## config.mk

```make
export PLATFORM = sky130hd
export DESIGN_NAME = modified_julian_day_to_calendar_date
export DESIGN_NICKNAME = d
export VERILOG_FILES = /design/src/mjdc_pkg.sv /design/src/mjdc_date.sv /design/src/mjdc_time.sv /design/src/modified_julian_day_to_calendar_date.sv
export SDC_FILE = /design/constraint.sdc
export NUM_CORES = 2
export LEC_CHECK = 0
export BUFFER_PORTS_ARGS = -buffer_cell sky130_fd_sc_hd__buf_2
export CORE_ASPECT_RATIO = 0.8
export CORE_UTILIZATION = 30
export DETAILED_ROUTE_END_ITERATION = 6
export PLACE_DENSITY = 0.49
export SLEW_MARGIN = 40
export SYNTH_ARGS = -nofsm -noshare
export SYNTH_HDL_FRONTEND = slang
export SYNTH_SLANG_ARGS = --single-unit
```

## constraint.sdc

```tcl
create_clock -name clk -period 22.1 [get_ports clk]
set_input_delay 4.42 -clock clk [delete_from_list [all_inputs] [get_ports clk]]
set_output_delay 4.42 -clock clk [all_outputs]
set_load 0.01 [all_outputs]
```

## src/mjdc_pkg.sv

```systemverilog
// shared types, constants and tables for the mjd to calendar date converter
package mjdc_pkg;

  localparam int MJD_W = 23;
  localparam int MS_W = 27;
  localparam int Z_W = 24;

  localparam logic [MS_W-1:0] MS_PER_DAY = 27'd86400000;
  localparam logic signed [Z_W-1:0] JD_OFFSET = 24'sd2400001;
  localparam logic signed [Z_W-1:0] GREG_START = 24'sd2299161;

  // alpha = floor((4z - 7468865) / 146097) by exact reciprocal
  localparam int AN_W = 25;
  localparam logic [26:0] ALPHA_BIAS = 27'd7468865;
  localparam logic [25:0] ALPHA_MUL = 26'd60207212;
  localparam int ALPHA_SHIFT = 43;
  localparam int ALPHA_PW = 51;

  localparam logic signed [Z_W-1:0] B_OFFSET = 24'sd1524;

  // c = floor((100b - 12210) / 36525), numerator biased by 5000 * 36525
  localparam int NC_W = 30;
  localparam logic signed [31:0] NC_ADD = 32'sd182612790;
  localparam logic [30:0] C_MUL = 31'd1926591217;
  localparam int C_SHIFT = 46;
  localparam int C_PW = 61;
  localparam logic signed [15:0] C_BIAS = 16'sd5000;

  localparam logic signed [26:0] D_MUL = 27'sd1461;

  // e = floor(10000 x / 306001)
  localparam int NE_W = 23;
  localparam logic [NE_W-1:0] NE_MUL = 23'd10000;
  localparam logic [23:0] E_MUL = 24'd14372655;
  localparam int E_SHIFT = 42;
  localparam int E_PW = 47;

  localparam logic signed [15:0] YEAR_LATE = 16'sd4716;
  localparam logic signed [15:0] YEAR_EARLY = 16'sd4715;

  // time of day split
  localparam logic [27:0] MIN_MUL = 28'd146601551;
  localparam int MIN_SHIFT = 43;
  localparam int MIN_PW = 55;
  localparam logic [MS_W-1:0] MS_PER_MIN = 27'd60000;
  localparam logic [11:0] HR_MUL = 12'd2185;
  localparam int HR_SHIFT = 17;
  localparam int HR_PW = 23;

  localparam int DATE_STAGES = 11;
  localparam int TIME_STAGES = 5;
  localparam int TIME_PAD = DATE_STAGES - TIME_STAGES;
  localparam int LATENCY = DATE_STAGES + 1;

  typedef struct packed {
    logic signed [MJD_W-1:0] mjd_day;
    logic [MS_W-1:0]         ms_of_day;
  } item_t;

  typedef struct packed {
    logic signed [14:0] year;
    logic [3:0]         month;
    logic [4:0]         day_of_month;
  } date_t;

  typedef struct packed {
    logic [4:0]  hour;
    logic [5:0]  minute;
    logic [15:0] milli_in_minute;
  } tod_t;

  typedef struct packed {
    logic signed [14:0] year;
    logic [3:0]         month;
    logic [4:0]         day_of_month;
    logic [4:0]         hour;
    logic [5:0]         minute;
    logic [15:0]        milli_in_minute;
  } result_t;

  // floor(30.6001 * e)
  function automatic logic [8:0] month_days(input logic [3:0] e);
    logic [8:0] r;
    case (e)
      4'd0:    r = 9'd0;
      4'd1:    r = 9'd30;
      4'd2:    r = 9'd61;
      4'd3:    r = 9'd91;
      4'd4:    r = 9'd122;
      4'd5:    r = 9'd153;
      4'd6:    r = 9'd183;
      4'd7:    r = 9'd214;
      4'd8:    r = 9'd244;
      4'd9:    r = 9'd275;
      4'd10:   r = 9'd306;
      4'd11:   r = 9'd336;
      4'd12:   r = 9'd367;
      4'd13:   r = 9'd397;
      4'd14:   r = 9'd428;
      4'd15:   r = 9'd459;
      default: r = 9'd0;
    endcase
    return r;
  endfunction

endpackage

```

## src/mjdc_date.sv

```systemverilog
// date pipeline: julian day number to year, month and day
module mjdc_date (
  input  logic                                clk,
  input  logic                                rst,
  input  logic                                valid_in,
  input  logic signed [mjdc_pkg::Z_W-1:0]     z_in,
  output logic                                valid_out,
  output mjdc_pkg::date_t                     date
);

  logic [mjdc_pkg::DATE_STAGES-1:0] vld;

  logic                              greg2, greg3;
  logic signed [mjdc_pkg::Z_W-1:0]   z2, z3;
  logic [mjdc_pkg::AN_W-1:0]         an2;
  logic [26:0]                       an_full;
  logic [mjdc_pkg::ALPHA_PW-1:0]     prod_a3;
  logic [7:0]                        alpha;
  logic [7:0]                        adj;
  logic signed [mjdc_pkg::Z_W-1:0]   b4, b5, b6, b7, b8;
  logic signed [31:0]                nc_full;
  logic [mjdc_pkg::NC_W-1:0]         nc5;
  logic [mjdc_pkg::C_PW-1:0]         prod_c6;
  logic signed [15:0]                c7, c8, c9, c10, c11;
  logic signed [26:0]                prod_d8;
  logic signed [24:0]                xd;
  logic [8:0]                        x9, x10, x11;
  logic [mjdc_pkg::NE_W-1:0]         ne10;
  logic [mjdc_pkg::E_PW-1:0]         prod_e11;
  logic [3:0]                        e;
  logic [8:0]                        day_full;
  logic [3:0]                        month_next;
  logic signed [15:0]                year_full;

  always_ff @(posedge clk) begin
    if (rst) begin
      vld <= '0;
    end else begin
      vld <= {vld[mjdc_pkg::DATE_STAGES-2:0], valid_in};
    end
  end

  // gregorian correction numerator
  assign an_full = {z_in[mjdc_pkg::Z_W-1], z_in, 2'b00} - mjdc_pkg::ALPHA_BIAS;

  always_ff @(posedge clk) begin
    z2    <= z_in;
    greg2 <= (z_in >= mjdc_pkg::GREG_START);
    an2   <= (z_in >= mjdc_pkg::GREG_START) ? an_full[mjdc_pkg::AN_W-1:0] : '0;
  end

  always_ff @(posedge clk) begin
    z3      <= z2;
    greg3   <= greg2;
    prod_a3 <= mjdc_pkg::ALPHA_PW'(an2) * mjdc_pkg::ALPHA_PW'(mjdc_pkg::ALPHA_MUL);
  end

  assign alpha = prod_a3[mjdc_pkg::ALPHA_SHIFT+7:mjdc_pkg::ALPHA_SHIFT];
  assign adj   = greg3 ? (alpha - {2'b00, alpha[7:2]} + 8'd1) : 8'd0;

  always_ff @(posedge clk) begin
    b4 <= z3 + $signed({16'd0, adj}) + mjdc_pkg::B_OFFSET;
  end

  assign nc_full = 32'(b4) * 32'sd100 + mjdc_pkg::NC_ADD;

  always_ff @(posedge clk) begin
    b5  <= b4;
    nc5 <= nc_full[mjdc_pkg::NC_W-1:0];
  end

  always_ff @(posedge clk) begin
    b6      <= b5;
    prod_c6 <= mjdc_pkg::C_PW'(nc5) * mjdc_pkg::C_PW'(mjdc_pkg::C_MUL);
  end

  always_ff @(posedge clk) begin
    b7 <= b6;
    c7 <= $signed({1'b0, prod_c6[mjdc_pkg::C_SHIFT+14:mjdc_pkg::C_SHIFT]}) - mjdc_pkg::C_BIAS;
  end

  always_ff @(posedge clk) begin
    b8      <= b7;
    c8      <= c7;
    prod_d8 <= 27'(c7) * mjdc_pkg::D_MUL;
  end

  // day count into the year, counted from march
  assign xd = 25'(b8) - $signed(prod_d8[26:2]);

  always_ff @(posedge clk) begin
    c9 <= c8;
    x9 <= xd[8:0];
  end

  always_ff @(posedge clk) begin
    c10  <= c9;
    x10  <= x9;
    ne10 <= mjdc_pkg::NE_W'(x9) * mjdc_pkg::NE_MUL;
  end

  always_ff @(posedge clk) begin
    c11      <= c10;
    x11      <= x10;
    prod_e11 <= mjdc_pkg::E_PW'(ne10) * mjdc_pkg::E_PW'(mjdc_pkg::E_MUL);
  end

  assign e          = prod_e11[mjdc_pkg::E_SHIFT+3:mjdc_pkg::E_SHIFT];
  assign day_full   = x11 - mjdc_pkg::month_days(e);
  assign month_next = (e < 4'd14) ? (e - 4'd1) : (e - 4'd13);
  assign year_full  = (month_next > 4'd2) ? (c11 - mjdc_pkg::YEAR_LATE)
                                          : (c11 - mjdc_pkg::YEAR_EARLY);

  always_ff @(posedge clk) begin
    date.year         <= year_full[14:0];
    date.month        <= month_next;
    date.day_of_month <= day_full[4:0];
  end

  assign valid_out = vld[mjdc_pkg::DATE_STAGES-1];

endmodule

```

## src/mjdc_time.sv

```systemverilog
// time of day pipeline: milliseconds to hour, minute and milliseconds in the minute
module mjdc_time (
  input  logic                         clk,
  input  logic                         rst,
  input  logic                         valid_in,
  input  logic [mjdc_pkg::MS_W-1:0]    ms_in,
  output logic                         valid_out,
  output mjdc_pkg::tod_t               tod
);

  logic [mjdc_pkg::TIME_STAGES-1:0] vld;
  logic [mjdc_pkg::TIME_PAD-1:0]    pad_v;
  mjdc_pkg::tod_t                   pad_q [mjdc_pkg::TIME_PAD];

  logic [mjdc_pkg::MIN_PW-1:0] prod_tm;
  logic [mjdc_pkg::MS_W-1:0]   ms_a, ms_b;
  logic [10:0]                 tm_b, tm_c, tm_d;
  logic [mjdc_pkg::MS_W-1:0]   milli_full;
  logic [15:0]                 milli_c, milli_d;
  logic [mjdc_pkg::HR_PW-1:0]  prod_hr;
  logic [4:0]                  hour_d;
  logic [10:0]                 minute_full;
  mjdc_pkg::tod_t              tod_e;

  always_ff @(posedge clk) begin
    if (rst) begin
      vld   <= '0;
      pad_v <= '0;
    end else begin
      vld   <= {vld[mjdc_pkg::TIME_STAGES-2:0], valid_in};
      pad_v <= {pad_v[mjdc_pkg::TIME_PAD-2:0], vld[mjdc_pkg::TIME_STAGES-1]};
    end
  end

  always_ff @(posedge clk) begin
    ms_a    <= ms_in;
    prod_tm <= mjdc_pkg::MIN_PW'(ms_in) * mjdc_pkg::MIN_PW'(mjdc_pkg::MIN_MUL);
  end

  always_ff @(posedge clk) begin
    ms_b <= ms_a;
    tm_b <= prod_tm[mjdc_pkg::MIN_SHIFT+10:mjdc_pkg::MIN_SHIFT];
  end

  assign milli_full = ms_b - mjdc_pkg::MS_W'(tm_b) * mjdc_pkg::MS_PER_MIN;

  always_ff @(posedge clk) begin
    tm_c    <= tm_b;
    milli_c <= milli_full[15:0];
    prod_hr <= mjdc_pkg::HR_PW'(tm_b) * mjdc_pkg::HR_PW'(mjdc_pkg::HR_MUL);
  end

  always_ff @(posedge clk) begin
    tm_d    <= tm_c;
    milli_d <= milli_c;
    hour_d  <= prod_hr[mjdc_pkg::HR_SHIFT+4:mjdc_pkg::HR_SHIFT];
  end

  assign minute_full = tm_d - 11'(hour_d) * 11'd60;

  always_ff @(posedge clk) begin
    tod_e.hour            <= hour_d;
    tod_e.minute          <= minute_full[5:0];
    tod_e.milli_in_minute <= milli_d;
  end

  // delay line to line up with the date pipeline
  always_ff @(posedge clk) begin
    pad_q[0] <= tod_e;
    for (int i = 1; i < mjdc_pkg::TIME_PAD; i++) begin
      pad_q[i] <= pad_q[i-1];
    end
  end

  assign tod       = pad_q[mjdc_pkg::TIME_PAD-1];
  assign valid_out = pad_v[mjdc_pkg::TIME_PAD-1];

endmodule

```

## src/modified_julian_day_to_calendar_date.sv

```systemverilog
// top level: modified julian day and time of day to calendar date and time
//
//   channel | handshake      | payload
//   --------+----------------+------------------------------------------
//   in      | start / busy   | item   (mjd_day, ms_of_day)
//   out     | done (strobe)  | result (year, month, day_of_month,
//           |                |         hour, minute, milli_in_minute)
//
// one transfer per cycle while busy is low; results leave in the order of their transfers
// the depth is set by the date path: three constant-reciprocal divisions,
// each a multiply stage followed by a shift-and-adjust stage
// busy is high only while rst is high; reset clears the valid bits only
// results cannot be held off, so the pipeline never stalls
module modified_julian_day_to_calendar_date (
  input  logic                clk,
  input  logic                rst,
  input  logic                start,
  output logic                busy,
  input  mjdc_pkg::item_t     item,
  output logic                done,
  output mjdc_pkg::result_t   result
);

  logic                             take;
  logic                             wrap;
  logic                             v1;
  logic signed [mjdc_pkg::Z_W-1:0]  z1;
  logic [mjdc_pkg::MS_W-1:0]        ms1;
  logic                             date_valid;
  logic                             time_valid;
  mjdc_pkg::date_t                  date;
  mjdc_pkg::tod_t                   tod;

  assign busy = rst;
  assign take = start && !busy;

  // time of day past midnight carries into the next day
  assign wrap = (item.ms_of_day >= mjdc_pkg::MS_PER_DAY);

  always_ff @(posedge clk) begin
    if (rst) begin
      v1 <= 1'b0;
    end else begin
      v1 <= take;
    end
  end

  always_ff @(posedge clk) begin
    ms1 <= wrap ? (item.ms_of_day - mjdc_pkg::MS_PER_DAY) : item.ms_of_day;
    z1  <= mjdc_pkg::Z_W'(item.mjd_day) + $signed({23'd0, wrap}) + mjdc_pkg::JD_OFFSET;
  end

  mjdc_date u_date (
    .clk       (clk),
    .rst       (rst),
    .valid_in  (v1),
    .z_in      (z1),
    .valid_out (date_valid),
    .date      (date)
  );

  mjdc_time u_time (
    .clk       (clk),
    .rst       (rst),
    .valid_in  (v1),
    .ms_in     (ms1),
    .valid_out (time_valid),
    .tod       (tod)
  );

  assign done                   = date_valid;
  assign result.year            = date.year;
  assign result.month           = date.month;
  assign result.day_of_month    = date.day_of_month;
  assign result.hour            = tod.hour;
  assign result.minute          = tod.minute;
  assign result.milli_in_minute = tod.milli_in_minute;

  a_paths_aligned: assert property (@(posedge clk) disable iff (rst)
    date_valid == time_valid)
    else $error("date and time paths out of step");

  a_latency: assert property (@(posedge clk) disable iff (rst)
    done |-> $past(take, mjdc_pkg::LATENCY))
    else $error("result without a matching transfer");

  a_date_range: assert property (@(posedge clk) disable iff (rst)
    done |-> (result.month >= 4'd1 && result.month <= 4'd12 &&
              result.day_of_month >= 5'd1))
    else $error("month or day out of range");

  a_time_range: assert property (@(posedge clk) disable iff (rst)
    done |-> (result.hour <= 5'd23 && result.minute <= 6'd59 &&
              result.milli_in_minute <= 16'd59999))
    else $error("time of day out of range");

endmodule
```

### Word level (Yosys, flattened, before mapping)

Memory sizes are Yosys's and may differ from the RTL's. A register that Yosys moved wholly into a read port is not among the register bits.
Cells that the tools add are included.

* $add $sub $neg: 18
* $mul: 10
* magnitude comparators: 4
* muxes and demuxes: 4
* reduce and logical (&&, ||, !) cells: 2

Operator list (number)
* $mul 30x31->61 const B: 1
* $mul 27x28->54 const B: 1
* $mul 25x24->49 const B: 1
* $mul 19x24->42 const B: 1
* $add 30x29->30 const B: 1
* $sub 15x14->15 const B: 2
* $mul 24x6->28 const B: 1
* $ge 27x27->1 const B: 1
* $mux 27: 1
* $sub 27x27->27 const B: 1
* $sub 25x24->25 const B: 1
* $add 23x2->24: 1
* $add 24x12->24 const B: 1
* $add 24x23->24 const B: 1
* $add 24x9->24: 1
* $ge 24x23->1 const B: 1
* $mul 11x12->22 const B: 1
* $mul 9x10->19 const B: 1
* $mul 16x12->11 const B: 1
* $sub 15x13->16 const B: 1
* $sub 16x16->16: 1
* $mux 15: 1
* $mul 11x9->11 const B: 1
* $sub 9x9->9: 1
* 13 further kinds: 13

* register bits: 728
* bits in writable memories: 162
* ROM bits: 144
* output and inout port bits: 53
* memories: 2

Memories
* u_time.pad_q: words 6, width 27, rd ports 6, clocked after memory_dff 0, wr ports 6, line mjdc_time.sv:13 `mjdc_pkg::tod_t pad_q [mjdc_pkg::TIME_PAD];`
* (name not given): words 16, width 9, rd ports 1, clocked after memory_dff 1, wr ports 0, line mjdc_pkg.sv:84 `case (e)`

### Longest topological paths before layout

* depth after elaboration: 5
* gate-level depth with buffers: 24
* depth with buffers taken out: 24

### Modules after synthesis

From an unflattened synthesis, not the netlist that was laid out.

* cells, all modules: 6507
* area total of the unflattened synthesis: 69918.3 µm²

Modules (own cells, without submodules)
* mjdc_date: instances 1, cells an instance 4491, area each 46931.3 µm², sequential area each 6946.7 µm²
* mjdc_time: instances 1, cells an instance 1819, area each 20955.1 µm², sequential area each 6165.9 µm²
* modified_julian_day_to_calendar_date: instances 1, cells an instance 197, area each 2031.9 µm², sequential area each 1041.0 µm²

### Worst setup path after synthesis

Ideal clock, no wire load.

* path kind: input to output
* start point: in rst
* end point: out busy
* arrival: 4.539 ns
* required time: 17.680 ns
* setup slack: 13.141 ns
* stages on the path: 1
* path buffers: 1
* cell sequence: buf_4

RTL lines
* start, declared: line modified_julian_day_to_calendar_date.sv:16 `input logic rst,`
* end, declared: line modified_julian_day_to_calendar_date.sv:18 `output logic busy,`

No word-level cell between the ends.

### Worst setup path after layout

* start point: in rst
* end point: out busy

No word-level cell between the ends.

==> reports/results.ini <==
[cells_and_area]
final_layout_size_suffix_gt1_frac = 0.0438
antennaDiodeCount = 0
layout.core_utilization = 0.333
final_nets = 9088
final_area_um2 = 76400
fill_cells = 23100
area.growth.synth_to_final_pct = 10.2

[floorplan]
die_y_um = 432
floorplan.die_area_um2 = 233000
ioPinCount = 106
core.rowCount = 157
die_x_um = 540
core_region_area_um2 = 229000
floorplan.initialDensity = 0.303

[setup_path]
critical_path_class = in2out
worst_setup_path_start_kind = input port
crit_arrival_ps = 4800
path_buf_inv = 2
crit_path_cell_trace = buf_2, buf_2
critical_path_required_ps = 17680
setup.reg_to_reg.worst_slack_ps = 13710
critical_path_peak_fanout = 13
cp_common_cell = sky130_fd_sc_hd__buf_2
cpPeakStageDelay_ps = 210
crit_cells = 2
reg2regPathDepth = 24
worst_path_max_delay_cell = sky130_fd_sc_hd__buf_2
path_delay_family = buffers and inverters
end_kind = primary output

[route]
vias = 41600
drt_pass1_iterations = 5
route.detailed.wl_per_inst_um = 16.6
drt_first_iter_violations = 1858
detail_route.wirelength_mm = 160
drc = 0
drt-vias-per-instance = 4.30
route.antenna.remaining_nets = 0

[clock_network]
path_clk_slew_ps = 60
postCtsResizedCells = 0
cts.repair_timing.setup_buffer_count = 0
cts_root_buffer = sky130_fd_sc_hd__clkbuf_16
clockBufferDepth = 3
clkLatencyLatePin_ps = 710
cts_hold_buffers = 0
clock_sinks = 696
htree_levels = 3
tritoncts = done
cts_inserted_buffers = 79

[hold_path]
worst_hold_path_type = reg2reg
whs_path_depth = 0

[status]
outcome = complete, no violations

[synth]
synth.area.top_cells = sky130_fd_sc_hd__fa_1, sky130_fd_sc_hd__ha_1, sky130_fd_sc_hd__dfxtp_1
synth_edf_count = 0
ys_warn_count = 0
postSynthCellCount = 6417
syn-num-nets = 8919
syn_area_um2 = 69400
synthMostInstantiatedCell = sky130_fd_sc_hd__inv_1
synth_seq_area_share = 0.201
synthesis.area_per_instance_um2 = 10.8
post_synth_arst_share = 0
synthDominantCellAreaShare = 0.333
synth-seq-cells = 696
yosysTopAreaCell = sky130_fd_sc_hd__fa_1
postSynth.topFlopCell = sky130_fd_sc_hd__dfxtp_1
yosysUniqueCellTypes = 87
synth.top_cells.by_count = sky130_fd_sc_hd__inv_1, sky130_fd_sc_hd__ha_1, sky130_fd_sc_hd__fa_1

[global_route]
maximum_number_of_pins_on_one_net_before_global_route_repair = 24
global_route_wire_length_before_repair_mm = 259
antenna_violations_before_repair = 3
first_global_vias = 45300
grt_overflow = 0
gr-usage-all-layers = 0.143

[sta]
finalWorstPathRequiredPeriod_ps = 9220
worst_slew_margin_rel = 0.451
post-route-period-util = 0.417
slew_viol_final = 0
finalSetupTns_ps = 0
fin_worst_skew_ps = 45.4
tightest_slew_ps = 815
hold_viol_final = 0
timing.final.setup_violations = 0
grt_setup_unrepaired = no
maxClockFrequency_mhz = 108

[place]
port_buffers = 105
dpl_cell_area_um2 = 73600
final_weighted_congestion_in_routability_driven_placement = 0.928
dp.final_hpwl_mm = 142

[job]
drv_cap = 0

[flip-flops by register name, summed over array words and instances (netlist names), 12 cells and up, named ones only]
register        count
z1                 24
u_date.an2         24
u_time.prod_tm     12
u_time.ms_a        15
u_date.c7          15
u_time.tod_e       27
u_time.milli_c     16
u_time.pad_q      162
u_date.z2          24
u_date.c8          15
u_date.nc5         28
u_date.prod_c6     15
u_date.date        24
u_date.z3          24
u_date.b4          24
u_time.milli_d     16
u_date.c11         15
ms1                27
u_date.c9          15
u_date.c10         15
u_date.ne10        15
u_time.ms_b        16
[layout by cell type, fill, tap and decap left out, types with 22 or more instances in the layout]
master,netlist,layout
sky130_fd_sc_hd__ha_1,1297,1297
sky130_fd_sc_hd__nor2_1,110,110
sky130_fd_sc_hd__buf_2,5,106
sky130_fd_sc_hd__and3_1,25,25
sky130_fd_sc_hd__nand3_1,58,58
sky130_fd_sc_hd__a21oi_1,148,148
sky130_fd_sc_hd__clkbuf_16,0,79
sky130_fd_sc_hd__a21o_1,83,83
sky130_fd_sc_hd__o21bai_1,22,22
sky130_fd_sc_hd__nor2b_1,31,31
sky130_fd_sc_hd__nor3_1,39,39
sky130_fd_sc_hd__xnor2_1,176,176
sky130_fd_sc_hd__o21ai_0,72,72
sky130_fd_sc_hd__nand4_1,24,24
sky130_fd_sc_hd__nand2_1,121,121
sky130_fd_sc_hd__xor2_1,76,76
sky130_fd_sc_hd__fa_1,1152,1152
sky130_fd_sc_hd__inv_1,1900,1900
sky130_fd_sc_hd__dfxtp_1,696,696
[final timing paths]
path / from / end
setup / recovery: rst / busy
hold / removal: u_date.b7[2] / u_date.b8[2]
setup reg to reg: u_date.nc5[28] / u_date.prod_c6[59]
hold reg to reg: u_date.b7[2] / u_date.b8[2]
[through the flow]
stage | hold WS (ps) | std cells | worst slack, ps
floorplan | 310 | 6417 | 13140
CTS | 307 | 9665 | 12870
global route | 321 | 9666 | 12840
global placement | 309 | 9525 | 12890
finish | 308 | 9666 | 12880
detailed placement | 312 | 9525 | 12870
[area by class of cell]
cell class	count	area, µm²	area share
well taps	3021	3780	0.0495
clock inverters	41	649	0.00850
repair buffers	111	568	0.00743
clock buffers	99	2140	0.0280
multi-input cells	3797	48200	0.631
inverters	1901	7140	0.0934
flip-flops and latches	696	13900	0.182
[kinds of logic (layout without fill, tap and decap cells)]
logic type / Yosys count / count (layout) / share of synthesized area
AOI/OAI and AO/OA: 519 / 519 / 0.0507
DFF: 696 / 696 / 0.201
and+or+nand+nor: 559 / 559 / 0.0429
buffers and inverters: 1924 / 2152 / 0.104
muxes: 18 / 18 / 0.00287
adders and majority gates: 2449 / 2449 / 0.567
xor gates and xnor gates: 252 / 252 / 0.0318
[per-layer routing]
metal | track usage | wire [µm] | vias up
met5 | 0 | 0 | -
met4 | 0.0191 | 1630 | 0
met3 | 0.0257 | 8890 | 105
met2 | 0.209 | 65000 | 709
met1 | 0.221 | 85000 | 20600
li1 | - | - | 20200
Power is left out: the tool's default activity adds up to more than one toggle a clock period on the data nets, which glitch-free logic cannot reach.
